`config.mk`:
```
export PLATFORM = sky130hd
export DESIGN_NAME = isst_cell
export DESIGN_NICKNAME = d
export VERILOG_FILES = /design/src/isst_pkg.sv /design/src/isst_cell.sv
export SDC_FILE = /design/constraint.sdc
export NUM_CORES = 1
export LEC_CHECK = 0
export BUFFER_PORTS_ARGS = -buffer_cell sky130_fd_sc_hd__clkbuf_2
export CAP_MARGIN = 25
export CORE_ASPECT_RATIO = 1.1
export CORE_MARGIN = 1.5
export CORE_UTILIZATION = 40
export DETAILED_ROUTE_END_ITERATION = 10
export PLACE_DENSITY = 0.84
export SLEW_MARGIN = 20
export SYNTH_ARGS = -nofsm -noshare
export SYNTH_HDL_FRONTEND = slang
export SYNTH_SLANG_ARGS = --single-unit
```
`constraint.sdc`:
```
create_clock -name clock -period 2.4 [get_ports clock]
set_input_delay 0.12 -clock clock [delete_from_list [all_inputs] [get_ports clock]]
set_output_delay 0.12 -clock clock [all_outputs]
set_load 0.05 [all_outputs]
```
`src/isst_pkg.sv`:
```
package isst_pkg;

   localparam logic [2:0] CMD_INSERT_AT     = 3'd0;
   localparam logic [2:0] CMD_INSERT_SORTED = 3'd1;
   localparam logic [2:0] CMD_ERASE_AT      = 3'd2;
   localparam logic [2:0] CMD_REMOVE_ALL    = 3'd3;
   localparam logic [2:0] CMD_GET           = 3'd4;
   localparam logic [2:0] CMD_SET           = 3'd5;
   localparam logic [2:0] CMD_FIND          = 3'd6;

   localparam logic [1:0] STS_OK        = 2'd0;
   localparam logic [1:0] STS_BAD_POS   = 2'd1;
   localparam logic [1:0] STS_FULL      = 2'd2;
   localparam logic [1:0] STS_NOT_FOUND = 2'd3;

   typedef enum logic [0:0] {
      ST_IDLE,
      ST_EXEC
   } state_type;

   // per-cycle command broadcast to every cell
   typedef struct packed {
      logic shift_up;
      logic shift_down;
      logic write;
   } cell_ctrl_type;

endpackage

```
`src/isst_cell.sv`:
```
module isst_cell import isst_pkg::*; #(
   parameter int ITEM_WIDTH = 32,
   parameter int AW         = 6,
   parameter int IDX        = 0
) (
   input  logic                  clock,
   input  cell_ctrl_type         ctrl,
   input  logic [AW-1:0]         at,
   input  logic [ITEM_WIDTH-1:0] wdata,
   input  logic [ITEM_WIDTH-1:0] key,
   input  logic [ITEM_WIDTH-1:0] prev_val,
   input  logic [ITEM_WIDTH-1:0] next_val,
   output logic [ITEM_WIDTH-1:0] val,
   output logic                  eq,
   output logic                  lt
);

   localparam logic [AW-1:0] MY_IDX = AW'(IDX);

   logic [ITEM_WIDTH-1:0] val_ff;
   logic [ITEM_WIDTH-1:0] val_in;

   always_comb begin
      val_in = val_ff;
      if (ctrl.write && at == MY_IDX) begin
         val_in = wdata;
      end else if (ctrl.shift_up && MY_IDX > at) begin
         val_in = prev_val;
      end else if (ctrl.shift_down && MY_IDX >= at) begin
         val_in = next_val;
      end
   end

   always_ff @(posedge clock) begin
      val_ff <= val_in;
   end

   assign val = val_ff;
   assign eq  = (val_ff == key);
   assign lt  = (val_ff < key);

endmodule

```
==> results.sh <==
export IMPL_dp_hpwl_mm=4.218
export IMPL_initial_core_util_pct=42.53
export IMPL_place_port_buffers=138
export IMPL_synth_fp_nets=357
export IMPL_grt_total_usage_pct=17.20
export IMPL_rsz0062_at_grt="yes"
export IMPL_die_area_um2=5875
export IMPL_drive_above_1_share_pct=49.11
export IMPL_period_minus_slack_ns=2.557
export IMPL_power_mw=1.233
export IMPL_pin_count=172
export IMPL_area_growth_pct=47.98
export IMPL_grt_pass1_vias=1933
export IMPL_yosysTopAreaCellShare_pct=44.29
export IMPL_power_density_nw_per_um2=384.1
export IMPL_syn_inst=187
export IMPL_slew_headroom_pct=72.54
export IMPL_place_gp_congestion=0.7036
export IMPL_period_share_pct=106.5
export IMPL_cp_max_fo=3
export IMPL_end_kind="output pin"
export IMPL_final_nets=507
export IMPL_synth_seq_cells=32
export IMPL_synth_area_um2=2170
export IMPL_dpl_cell_area_um2=2995
export IMPL_synth_warning_count=0
export IMPL_antennaDiodeCount=0
export IMPL_hold_viol=0
export IMPL_final_area_um2=3211
export IMPL_cts_sinks=32
export IMPL_synth_area_per_cell_um2=11.60
export IMPL_cp_arrival_ns=2.44
export IMPL_worstMarginPinSlew_ns=0.4119
export IMPL_setup_ws_ns=-0.1572
export IMPL_status="complete, but fails checks"
export IMPL_path_cells="ha_4, nand4_1, nor4_2, a21boi_1, or4b_4, a2111oi_4, clkbuf_16"
export IMPL_hp_start="wdata[24]"
export IMPL_via_per_inst=4.666
export IMPL_cp_required_ns=2.28
export IMPL_violations="negative setup slack"
export IMPL_drv_cap=0
export IMPL_grt_overflow_total=0
export IMPL_wl_per_cell_um=12.55
export IMPL_instances_no_fill=410
export IMPL_grt_max_degree=33
export IMPL_fillCellCount=390
export IMPL_cp_buffers_inverters=1
export IMPL_drv_slew=0
export IMPL_largest_reg_flops=32
export IMPL_drtPass1Iterations=4
export IMPL_htreeDepth=2
export IMPL_drt_initial_drc_count=73
export IMPL_p_leak_nw=1.604
export IMPL_synth_top_area_cell="edfxtp_1"
export IMPL_via_count=1913
export IMPL_cts_buffers=5
export IMPL_cp_startpoint="val[15]"
export IMPL_drc=0
export IMPL_routed_wl_mm=5.145
export IMPL_grt_pass1_wl_mm=7.728
export IMPL_clk_path_buf_depth=2
export IMPL_cts_root_buf="clkbuf_8"
export IMPL_slowest_stage="or4b_4"
export IMPL_antenna_found_initial=0
export IMPL_cts_tree="yes"
export IMPL_max_stage_delay_ns=0.54
export IMPL_core_um2=5101
export IMPL_synth_cell_type_count=27
export IMPL_synth_seq_area_share_pct=44.29
export IMPL_core_rowCount=27
export IMPL_vdd_drop_max_mv=0.2770
export IMPL_ys_top_cells_by_area="edfxtp_1 44%, ha_1 18%, mux2_1 16%, inv_1 5.5%, a21oi_1 2.5%"
export IMPL_setup_viol=1
export IMPL_fin_util_pct=62.94
export IMPL_hold_path_class="input pin to register"
export IMPL_crit_family="simple AND/OR/NAND/NOR gates"
export IMPL_placed_cells_incl_taps=397
export IMPL_worstSetupPathType="register to output pin"
export IMPL_clk_pin_slew_ns=0.06
export IMPL_die_y_um=80.24
export IMPL_dieWidth_um=73.22
export IMPL_startpoint_type="register"
export IMPL_antenna_left=0
export IMPL_max_freq_mhz=391.1
==> report_power, final <==
group	switching (mW)	internal, mW	leakage (nW)
Combinational	0.102	0.124	1.28
Clock	0.181	0.202	0.0399
Sequential	0.00317	0.621	0.288
==> Yosys cell counts <==
master	instances
clkbuf_1	3
nor2b_1	2
nand4_1	5
ha_1	32
a21o_1	1
nand3_1	2
inv_1	32
or4b_1	1
nor2_1	9
a211oi_1	1
a21boi_1	1
o21ai_1	1
a221oi_1	1
edfxtp_1	32
o2111a_1	1
o211ai_1	1
or3_1	1
a211o_1	1
nand2_2	1
nor4_1	1
mux2_2	1
and4_1	2
a21oi_1	11
nand2_1	9
mux2_1	31
o21ai_0	3
a2111oi_2	1
==> layer usage <==
metal	GRT usage [%]	vias up	share of wire [%]	routed length, µm
li1	-	976	-	-
met1	17.15	854	38	1963
met2	33.64	75	56	2883
met3	3.262	8	4.4	224
met4	7.358	0	1.4	73
met5	0	-	0	0
==> through the flow <==
stage               hold slack (ns)  setup slack [ns]  setup TNS (ns)
global placement             0.4028            0.1120               0
floorplan                    0.3209           -0.2791         -0.2791
detailed placement           0.4064           0.06400               0
CTS                          0.1149           -0.2294         -0.2294
global route                 0.1113           -0.2772         -0.2772
finish                       0.1264           -0.1572         -0.1572
==> final timing paths <==
| path | to | slack [ns] | cells after the start |
|---|---|---|---|
| worst max-delay path | lt | -0.16 | 7 |
| worst min-delay path | val[24] | 0.13 | 2 |
==> logic make-up (layout without fill, tap and decap cells) <==
family	after synthesis	in the layout	synth area share, %
buf+inv	35	186	6.056
flops	32	32	44.29
compound gates	23	23	6.863
fa+ha+maj	32	32	18.45
mux	32	32	16.61
simple gates	33	33	7.728
==> layout by cell type, fill, tap and decap left out, types with 3 or more instances in the layout <==
cell type,instances
ha_4,6
clkbuf_8,5
clkbuf_2,136
inv_1,32
nor2_1,7
mux2_1,31
buf_4,9
edfxtp_1,32
ha_1,25
o21ai_0,3
a21oi_1,10
nand2_1,9
nand4_1,5
==> timing repair <==
item / 4_1_cts / 5_1_grt
gates resized for setup: 4 / 10
hold buffers: 0 / 0
buffers inserted: 2 / 3
pin swaps: 4 / 5
endpoints found under the setup margin: 1 / 2
cloned: 0 / 0
==> area by class of cell <==
cell class	instances	area [µm²]	area share [%]
multi-input combinational	120	1186	36.94
timing repair buffer	146	773.2	24.08
clock buffer	7	76.32	2.377
inverter	32	120.1	3.741
tap	72	90.09	2.806
clock inverter	1	3.754	0.1169
sequential	32	960.9	29.93
Power figures use the tool's default switching activity.
